[src/rtl/key_value_line_tokenizer_macros.svh]
// Assertion macros for the key/value line tokenizer.
// Used by the top level only; expects clk and rst in scope.
`ifndef KEY_VALUE_LINE_TOKENIZER_MACROS_SVH
`define KEY_VALUE_LINE_TOKENIZER_MACROS_SVH

// same-cycle implication
`define KVLT_ASSERT_NOW(label, ante, cons, msg) \
  label: assert property (@(posedge clk) disable iff (rst) (ante) |-> (cons)) else $error(msg);

// next-cycle implication
`define KVLT_ASSERT_NEXT(label, ante, cons, msg) \
  label: assert property (@(posedge clk) disable iff (rst) (ante) |=> (cons)) else $error(msg);

`endif

[src/rtl/kvlt_pkg.sv]
// Shared types and constants for the key/value line tokenizer.
// No dependencies.
package kvlt_pkg;

  localparam int unsigned MAX_TOKEN_LEN_DEF = 128;

  localparam logic [15:0] CU_NUL         = 16'h0000;
  localparam logic [15:0] CU_TAB         = 16'h0009;
  localparam logic [15:0] CU_LF          = 16'h000A;
  localparam logic [15:0] CU_CR          = 16'h000D;
  localparam logic [15:0] CU_SPACE       = 16'h0020;
  localparam logic [15:0] CU_BOM         = 16'hFEFF;
  localparam logic [15:0] CU_BOM_SWAPPED = 16'hFFFE;

  localparam logic [2:0] EV_NONE      = 3'd0;
  localparam logic [2:0] EV_KEY_CHAR  = 3'd1;
  localparam logic [2:0] EV_KEY_END   = 3'd2;
  localparam logic [2:0] EV_VAL_CHAR  = 3'd3;
  localparam logic [2:0] EV_ENTRY_END = 3'd4;
  localparam logic [2:0] EV_EOT       = 3'd5;
  localparam logic [2:0] EV_ERROR     = 3'd6;

  localparam logic [3:0] ERR_NONE        = 4'd0;
  localparam logic [3:0] ERR_LONE_LF     = 4'd1;
  localparam logic [3:0] ERR_BLANK_CR    = 4'd2;
  localparam logic [3:0] ERR_EOT_KEY     = 4'd3;
  localparam logic [3:0] ERR_EOL_KEY     = 4'd4;
  localparam logic [3:0] ERR_KEY_LONG    = 4'd5;
  localparam logic [3:0] ERR_EOT_PRE_VAL = 4'd6;
  localparam logic [3:0] ERR_EOL_PRE_VAL = 4'd7;
  localparam logic [3:0] ERR_VAL_LONG    = 4'd8;
  localparam logic [3:0] ERR_BE_BOM      = 4'd9;

  localparam logic [1:0] WARN_NONE    = 2'd0;
  localparam logic [1:0] WARN_LONE_LF = 2'd1;
  localparam logic [1:0] WARN_LONE_CR = 2'd2;

  typedef enum logic [8:0] {
    PH_START     = 9'b000000001,
    PH_AFTER_BOM = 9'b000000010,
    PH_LOOK_KEY  = 9'b000000100,
    PH_BLANK_CR  = 9'b000001000,
    PH_KEY       = 9'b000010000,
    PH_LOOK_VAL  = 9'b000100000,
    PH_VAL       = 9'b001000000,
    PH_VAL_CR    = 9'b010000000,
    PH_HALT      = 9'b100000000
  } phase_t;

  typedef struct packed {
    logic [2:0]  ev;
    logic [15:0] ch;
    logic [6:0]  idx;
    logic [3:0]  err;
    logic [1:0]  warn;
  } result_t;

  function automatic logic is_blank(input logic [15:0] u);
    return (u == CU_TAB) || (u == CU_SPACE);
  endfunction

endpackage

[src/rtl/key_value_line_tokenizer.sv]
// Top level of the key/value line tokenizer: input register, step logic, result register.
// Depends on kvlt_pkg, kvlt_core and key_value_line_tokenizer_macros.svh.
//
//  channel | valid     | stall     | payload
//  --------+-----------+-----------+---------------------------------------------
//  in      | in_valid  | in_stall  | code_unit
//  out     | out_valid | out_stall | event_res, char_out, char_index,
//          |           |           | error_code, warning
//
// One item per cycle sustained while out_stall is low. An accepted item waits in the
// input register, then moves to the result register, where its result is offered.
// Each item gives exactly one result; the phase updates as it enters the result register.
// Synchronous reset returns to the start phase, expecting an optional byte-order mark.
// in_stall rises only when both the input and the result registers hold an item and
// out_stall is high.
`include "key_value_line_tokenizer_macros.svh"

module key_value_line_tokenizer #(
  parameter int unsigned MAX_TOKEN_LEN = kvlt_pkg::MAX_TOKEN_LEN_DEF
) (
  input  logic        clk,
  input  logic        rst,
  input  logic        in_valid,
  output logic        in_stall,
  input  logic [15:0] code_unit,
  output logic        out_valid,
  input  logic        out_stall,
  output logic [2:0]  event_res,
  output logic [15:0] char_out,
  output logic [6:0]  char_index,
  output logic [3:0]  error_code,
  output logic [1:0]  warning
);
  import kvlt_pkg::*;

  logic        s1_valid;
  logic [15:0] s1_unit;
  logic        out_free;
  logic        advance;
  logic        take_in;
  result_t     step_res;
  result_t     out_res;

  assign out_free = !out_valid || !out_stall;
  assign advance  = s1_valid && out_free;
  assign in_stall = s1_valid && !out_free;
  assign take_in  = in_valid && !in_stall;

  kvlt_core #(
    .MAX_TOKEN_LEN(MAX_TOKEN_LEN)
  ) u_core (
    .clk (clk),
    .rst (rst),
    .step(advance),
    .unit(s1_unit),
    .res (step_res)
  );

  always_ff @(posedge clk) begin
    if (rst) begin
      s1_valid <= 1'b0;
    end else if (take_in) begin
      s1_valid <= 1'b1;
    end else if (advance) begin
      s1_valid <= 1'b0;
    end
  end

  always_ff @(posedge clk) begin
    if (take_in) begin
      s1_unit <= code_unit;
    end
  end

  always_ff @(posedge clk) begin
    if (rst) begin
      out_valid <= 1'b0;
    end else if (out_free) begin
      out_valid <= advance;
    end
  end

  always_ff @(posedge clk) begin
    if (advance) begin
      out_res <= step_res;
    end
  end

  assign event_res  = out_res.ev;
  assign char_out   = out_res.ch;
  assign char_index = out_res.idx;
  assign error_code = out_res.err;
  assign warning    = out_res.warn;

  `KVLT_ASSERT_NOW(a_char_only_on_char,
    out_valid && event_res != EV_KEY_CHAR && event_res != EV_VAL_CHAR,
    char_out == 16'h0000 && char_index == 7'd0,
    "character fields set on a non-character event")
  `KVLT_ASSERT_NOW(a_err_only_on_error,
    out_valid && error_code != ERR_NONE,
    event_res == EV_ERROR,
    "error code without error event")
  `KVLT_ASSERT_NOW(a_lf_warn_on_entry_end,
    out_valid && warning == WARN_LONE_LF,
    event_res == EV_ENTRY_END,
    "lone LF warning outside entry end")
  `KVLT_ASSERT_NEXT(a_held_item_kept,
    s1_valid && !out_free,
    s1_valid && $stable(s1_unit),
    "held input item lost or changed")

endmodule

[src/rtl/kvlt_core.sv]
// Tokenizer state (phase, token length) and per-item step logic.
// Depends on kvlt_pkg.
module kvlt_core #(
  parameter int unsigned MAX_TOKEN_LEN = kvlt_pkg::MAX_TOKEN_LEN_DEF
) (
  input  logic              clk,
  input  logic              rst,
  input  logic              step,
  input  logic [15:0]       unit,
  output kvlt_pkg::result_t res
);
  import kvlt_pkg::*;

  localparam int unsigned LEN_W = $clog2(MAX_TOKEN_LEN + 1);
  localparam int unsigned EXT_W = (LEN_W > 7) ? LEN_W : 7;
  localparam logic [LEN_W-1:0] LEN_MAX = LEN_W'(MAX_TOKEN_LEN);
  localparam logic [LEN_W-1:0] LEN_ONE = LEN_W'(1);

  phase_t           phase, phase_next;
  logic [LEN_W-1:0] token_length, token_length_next;
  logic [EXT_W-1:0] len_ext;
  logic             lk;
  logic [1:0]       lk_warn;
  logic             len_full;

  assign len_ext  = EXT_W'(token_length);
  assign len_full = (token_length >= LEN_MAX);

  always_comb begin
    phase_next        = phase;
    token_length_next = token_length;
    res               = '0;
    lk                = 1'b0;
    lk_warn           = WARN_NONE;
    unique case (phase)
      PH_START: begin
        if (unit == CU_BOM) begin
          phase_next = PH_AFTER_BOM;
        end else if (unit == CU_BOM_SWAPPED) begin
          phase_next = PH_HALT;
          res.ev     = EV_ERROR;
          res.err    = ERR_BE_BOM;
        end else begin
          lk = 1'b1;
        end
      end
      PH_AFTER_BOM: begin
        if (unit == CU_BOM_SWAPPED) begin
          phase_next = PH_HALT;
          res.ev     = EV_ERROR;
          res.err    = ERR_BE_BOM;
        end else begin
          lk = 1'b1;
        end
      end
      PH_LOOK_KEY: begin
        lk = 1'b1;
      end
      PH_BLANK_CR: begin
        if (unit == CU_LF) begin
          phase_next = PH_LOOK_KEY;
        end else begin
          phase_next = PH_HALT;
          res.ev     = EV_ERROR;
          res.err    = ERR_BLANK_CR;
        end
      end
      PH_KEY: begin
        if (unit == CU_NUL) begin
          phase_next = PH_HALT;
          res.ev     = EV_ERROR;
          res.err    = ERR_EOT_KEY;
        end else if (is_blank(unit)) begin
          phase_next = PH_LOOK_VAL;
          res.ev     = EV_KEY_END;
        end else if (unit == CU_CR || unit == CU_LF) begin
          phase_next = PH_HALT;
          res.ev     = EV_ERROR;
          res.err    = ERR_EOL_KEY;
        end else if (len_full) begin
          phase_next = PH_HALT;
          res.ev     = EV_ERROR;
          res.err    = ERR_KEY_LONG;
        end else begin
          res.ev            = EV_KEY_CHAR;
          res.ch            = unit;
          res.idx           = len_ext[6:0];
          token_length_next = token_length + LEN_ONE;
        end
      end
      PH_LOOK_VAL: begin
        if (unit == CU_NUL) begin
          phase_next = PH_HALT;
          res.ev     = EV_ERROR;
          res.err    = ERR_EOT_PRE_VAL;
        end else if (is_blank(unit)) begin
          res.ev = EV_NONE;
        end else if (unit == CU_CR || unit == CU_LF) begin
          phase_next = PH_HALT;
          res.ev     = EV_ERROR;
          res.err    = ERR_EOL_PRE_VAL;
        end else begin
          phase_next        = PH_VAL;
          token_length_next = LEN_ONE;
          res.ev            = EV_VAL_CHAR;
          res.ch            = unit;
        end
      end
      PH_VAL: begin
        if (unit == CU_NUL) begin
          phase_next = PH_HALT;
          res.ev     = EV_ENTRY_END;
        end else if (is_blank(unit)) begin
          res.ev = EV_NONE;
        end else if (unit == CU_LF) begin
          phase_next = PH_LOOK_KEY;
          res.ev     = EV_ENTRY_END;
          res.warn   = WARN_LONE_LF;
        end else if (unit == CU_CR) begin
          phase_next = PH_VAL_CR;
          res.ev     = EV_ENTRY_END;
        end else if (len_full) begin
          phase_next = PH_HALT;
          res.ev     = EV_ERROR;
          res.err    = ERR_VAL_LONG;
        end else begin
          res.ev            = EV_VAL_CHAR;
          res.ch            = unit;
          res.idx           = len_ext[6:0];
          token_length_next = token_length + LEN_ONE;
        end
      end
      PH_VAL_CR: begin
        phase_next = PH_LOOK_KEY;
        if (unit != CU_LF) begin
          lk      = 1'b1;
          lk_warn = WARN_LONE_CR;
        end
      end
      PH_HALT: begin
        res.ev = EV_NONE;
      end
      default: begin
        phase_next = PH_HALT;
      end
    endcase

    // start-of-line handling, shared by several phases
    if (lk) begin
      res.warn = lk_warn;
      if (unit == CU_NUL) begin
        phase_next = PH_HALT;
        res.ev     = EV_EOT;
      end else if (is_blank(unit)) begin
        res.ev = EV_NONE;
      end else if (unit == CU_LF) begin
        phase_next = PH_HALT;
        res.ev     = EV_ERROR;
        res.err    = ERR_LONE_LF;
      end else if (unit == CU_CR) begin
        phase_next = PH_BLANK_CR;
      end else begin
        phase_next        = PH_KEY;
        token_length_next = LEN_ONE;
        res.ev            = EV_KEY_CHAR;
        res.ch            = unit;
      end
    end
  end

  always_ff @(posedge clk) begin
    if (rst) begin
      phase        <= PH_START;
      token_length <= '0;
    end else if (step) begin
      phase        <= phase_next;
      token_length <= token_length_next;
    end
  end

endmodule
[config.mk]
export PLATFORM = sky130hd
export DESIGN_NAME = key_value_line_tokenizer
export DESIGN_NICKNAME = d
export VERILOG_FILES = /design/src/rtl/kvlt_pkg.sv /design/src/rtl/key_value_line_tokenizer.sv /design/src/rtl/kvlt_core.sv
export VERILOG_INCLUDE_DIRS = /design/src /design/src/rtl
export SDC_FILE = /design/constraint.sdc
export NUM_CORES = 1
export LEC_CHECK = 0
export BUFFER_PORTS_ARGS = -buffer_cell sky130_fd_sc_hd__buf_4
export CAP_MARGIN = 20
export CORE_MARGIN = 8
export CORE_UTILIZATION = 51
export DETAILED_ROUTE_END_ITERATION = 10
export GPL_TIMING_DRIVEN = 0
export PLACE_DENSITY = 0.76
export SLEW_MARGIN = 20
export SYNTH_ARGS = -nofsm -noshare
export SYNTH_HDL_FRONTEND = slang
export SYNTH_SLANG_ARGS = --single-unit
[constraint.sdc]
create_clock -name clk -period 2.45 [get_ports clk]
set_clock_uncertainty 0.15 [all_clocks]
set_input_delay 0.3675 -clock clk [delete_from_list [all_inputs] [get_ports clk]]
set_output_delay 0.3675 -clock clk [all_outputs]
set_load 0.02 [all_outputs]
## Word level (Yosys, flattened, before mapping)

Cells that the tools add are included.
W data, S select, Z words.

- Register bits after elaboration: 67
- Input bits: 20
- Output and inout bits: 34
- Logic and storage cells: 142

- Add/subtract/negate cells: 1
- $lt $le $gt $ge: 1
- Equality and inequality tests: 16
- Mux-type cells: 101
- Reductions and logical operators: 13

Operators by type and width:

| cell | number |
|---|---|
| $mux W9 | 18 |
| $mux W27 | 5 |
| $mux W8 | 16 |
| $mux W16 | 6 |
| $pmux W9 S8 | 1 |
| $mux W23 | 3 |
| $mux W3 | 20 |
| $mux W29 | 2 |
| $eq A16 B4 Y1 const B | 3 |
| $pmux W16 S3 | 1 |
| $mux W4 | 10 |
| $mux W19 | 2 |
| $eq A16 B16 Y1 const B | 2 |
| $pmux W4 S6 | 1 |
| $pmux W8 S3 | 1 |
| $pmux W3 S6 | 1 |
| $eq A16 B6 Y1 const B | 1 |
| $logic_not A16 Y1 | 1 |
| $ne A16 B4 Y1 const B | 1 |
| $pmux W7 S2 | 1 |
| $eq A9 B1 Y1 const B | 1 |
| $eq A9 B2 Y1 const B | 1 |
| $eq A9 B3 Y1 const B | 1 |
| $eq A9 B4 Y1 const B | 1 |
| 17 further kinds | 32 |

## Depth between registers and ports, before layout

- Depth in word-level cells: 13
- Depth in mapped cells: 7

## Hierarchy

From an unflattened synthesis, not the netlist that was laid out.

- Cell total of the unflattened synthesis: 333
- Area, all modules: 3507.1 µm²

By module, submodules not included:

| module | times used | cells an instance | area an instance (µm²) |
|---|---|---|---|
| kvlt_core | 1 | 275 | 1979.4 |
| key_value_line_tokenizer | 1 | 58 | 1527.7 |

## Worst setup path before layout

Ideal clock, no wire load.

- Path kind: register to register
- Start: register s1_unit[8]
- End: register out_res, in the netlist char_out[10], data pin
- Arrival: 2259 ps
- Data required time: 2045 ps
- Slack: -214 ps
- Cell stages (with the launch flop): 7
- Path buffers: 1
- Cells stage by stage: edfxtp_1 or4_4 nor4_4 o32ai_1 o31a_1 buf_2 and2_1

RTL lines:

| element | line | RTL |
|---|---|---|
| start: declaration | key_value_line_tokenizer.sv:37 | `logic [15:0] s1_unit;` |
| start signal: assignment | key_value_line_tokenizer.sv:71 | `s1_unit <= code_unit;` |
| end signal: assignment | key_value_line_tokenizer.sv:85 | `out_res <= step_res;` |
| end: declaration | key_value_line_tokenizer.sv:42 | `result_t out_res;` |

==> results.cfg <==
[status]
outcome = finished, violations left
violations = negative setup slack

[sta]
min_period_over_period_pct = 109
tns_ps = -3400
whs_ps = 29.8
rsz0062_at_grt = true
slew_headroom_pct = 47.9
report.final.slew_viol_count = 0
period_minus_slack_ps = 2670
hold_violations = 0
max_freq_mhz = 374
setup_viol = 33
worst_pin_slew_ps = 779
layout_setup_ws_ps = -222

[detailed_routing]
vias = 3309
dr.pass1.iters = 6
drc_errors = 0
wl_um = 10000
ant_nets = 0
drt_iter0_drc = 352
wire_per_inst_um = 19.2
routed_via_density = 6.35

[power_and_ir_drop]
switching_power_uw = 764
power.leakage_nw = 1.83
ir_worst_vdd_uv = 354
pwr-share-seq_pct = 46.1
pwr-share-comb_pct = 18.8
switching_share_pct = 26.7
power_frac_clock_pct = 35.1
internal-power_mw = 2.10
cellPowerDensity_mw_per_mm2 = 597

[yosys]
synth.avg_cell_area_um2 = 10.5
syn_area_mm2 = 0.00346
yosys_most_used_dff = edfxtp_1
yosysSeqAreaShare_pct = 52.7
synth-edff-count = 48
yosys.cell_types.count = 65
yosys_warnings = 0
async_flop_share_pct = 0
ys_seq_elements = 67
syn_nets = 352
syn-instance-count = 330

[global_route]
antenna_found_initial = 0
track_usage_pct = 18.5
grt_pass1_vias = 2875
grt_pass1_wl_um = 14300
grt_max_degree = 42
overflow = 0

[cells_and_area]
design_area_mm2 = 0.00479
multi_input_area_mm2 = 0.00182
layout.cells.non_filler = 521
synthToLayoutAreaGrowth_pct = 38.6
antenna_cells = 0
num-fill-cells = 446
layout_common_cells = buf_4 (91), edfxtp_1 (48), nand2_1 (27)
ff_latch_area_mm2 = 0.00182
fin_nets = 458
layout-drive-gt1-share_pct = 37.2
final_common_cell = buf_4

[worst_setup_path]
cp_max_fo = 4
slowest_delay_ps = 610
arrival_ps = 2610
worst_setup_path_end_kind = register
path_class = reg2reg
crit_buf_inv = 0
path_cells = or4_4, nor4_4, o32ai_4, or2_1, a211oi_2, o21ai_1
start_kind = register
cp_slowest_cell = or4_4
path_delay_family = simple AND/OR/NAND/NOR gates
cp.required_ps = 2390

[die]
die_y_um = 98.3
core_mm2 = 0.00668
num_rows = 30
start_util_pct = 51.8
dieArea_mm2 = 0.00967
die-width_um = 98.3
io_pins = 54

[clock_tree]
cts_num_sinks = 67
htreeDepth = 3
cts.clk_slew.worst_paths_ps = 70
cts_tree = built
clkLatencyLatePin_ps = 360
clk_root_buffer_cell = clkbuf_8
cts.path.max_buffers = 2
cts_buffers = 9

[placed_design]
port_buffers = 53
dp_slack_ps = -451
placed_cells = 463
dpl_cell_area_mm2 = 0.00400
routabilityCongestion = 0.909
hpwl_um = 6070

[job]
cap_violations = 0

[hold_path]
min_path_type = in2reg
==> timing repair <==
action | CTS | global route
hold buffers | 0 | 0
setup endpoints to repair | 42 | 42
resized for setup | 29 | 33
pin swaps | 13 | 17
cloned | 1 | 0
setup buffers | 20 | 24
==> synthesized netlist by cell type (3+ instances only) <==
master	instances	area [µm²]
o31ai_1	4	30.0
nor3b_1	3	22.5
nand3_1	9	45.0
nor2_1	26	97.6
a21oi_1	16	80.1
and4b_1	4	40.0
dfxtp_1	19	380
and2_1	22	138
a211oi_1	7	52.6
nand4b_1	3	26.3
o211ai_1	5	37.5
nor2b_1	3	18.8
buf_1	3	11.3
edfxtp_1	48	1440
nand2_1	28	105
clkbuf_1	12	45.0
xor2_1	4	35.0
nor4_1	8	50.1
o21ai_0	8	40.0
or3_1	5	31.3
nor3_1	10	50.1
nand4_1	10	62.6
inv_1	7	26.3
a31oi_1	4	25.0
o21ai_1	8	40.0
==> through the flow <==
| step | util, % | power, mW |
|---|---|---|
| after floorplan | - | 1.58 |
| after global placement | 59.8 | 1.71 |
| after detailed placement | 59.9 | 1.71 |
| after CTS | 67.0 | 2.78 |
| after global routing | 71.8 | 2.95 |
| final | 71.8 | 2.86 |
==> logic make-up after synthesis <==
kind of cell | count (synthesis) | share of synthesized area, %
mux | 1 | 0.289
xor+xnor | 4 | 1.01
compound gates | 78 | 15.7
flops | 67 | 52.7
simple gates | 154 | 26.9
buf+inv | 24 | 2.68
fa+ha+maj | 2 | 0.723
==> final cells by class <==
class                      instances  share of cell area, %
inverter                           7                  0.548
buffer                            15                   1.54
timing repair buffer              96                   15.3
clock buffer                      10                   2.66
clock inverter                     6                   1.88
multi-input combinational        240                   38.0
tap                               80                   2.09
sequential                        67                   38.0
==> layer usage <==
| layer | share of wire (%) | track usage (%) | up-vias |
|---|---|---|---|
| met1 | 40 | 22.6 | 1572 |
| met2 | 47 | 29.7 | 193 |
| met4 | 3.8 | 8.38 | 0 |
| met3 | 9.3 | 5.12 | 58 |
| li1 | - | - | 1486 |
| met5 | 0 | 0 | - |
==> power by group through the flow <==
stage / logic (mW) / clock network, mW / registers [mW]
3_3_place_gp: 0.365 / 0 / 1.34
2_1_floorplan: 0.203 / 0 / 1.37
4_1_cts: 0.445 / 1.02 / 1.31
6_report: 0.539 / 1.00 / 1.32
3_5_place_dp: 0.372 / 0 / 1.34
5_1_grt: 0.566 / 1.06 / 1.32
==> state kept, by name, indices dropped and copies added (netlist names) <==
| register | flops |
|---|---|
| char_out | 16 |
| error_code | 4 |
| event_res | 3 |
| out_valid | 1 |
| warning | 2 |
| s1_valid | 1 |
| u_core.phase | 9 |
| s1_unit | 16 |
| u_core.len_ext | 8 |
| char_index | 7 |
==> worst register-to-register path, cell delays in order, from the launching register on <==
cell and delay (ps):
edfxtp_1 420, or4_4 610, nor4_4 380, o32ai_4 160
or2_1 280, a211oi_2 270, o21ai_1 140
==> worst paths after layout <==
kind         slack (ps)    startpoint  depth (start not counted)            to
max                -220   s1_unit[15]                          6  event_res[2]
min                  30  code_unit[0]                          1    s1_unit[0]
max reg2reg        -220   s1_unit[15]                          6  event_res[2]
min reg2reg         340      s1_valid                          2     out_valid
Note: power is estimated with default switching activity, not from simulation.
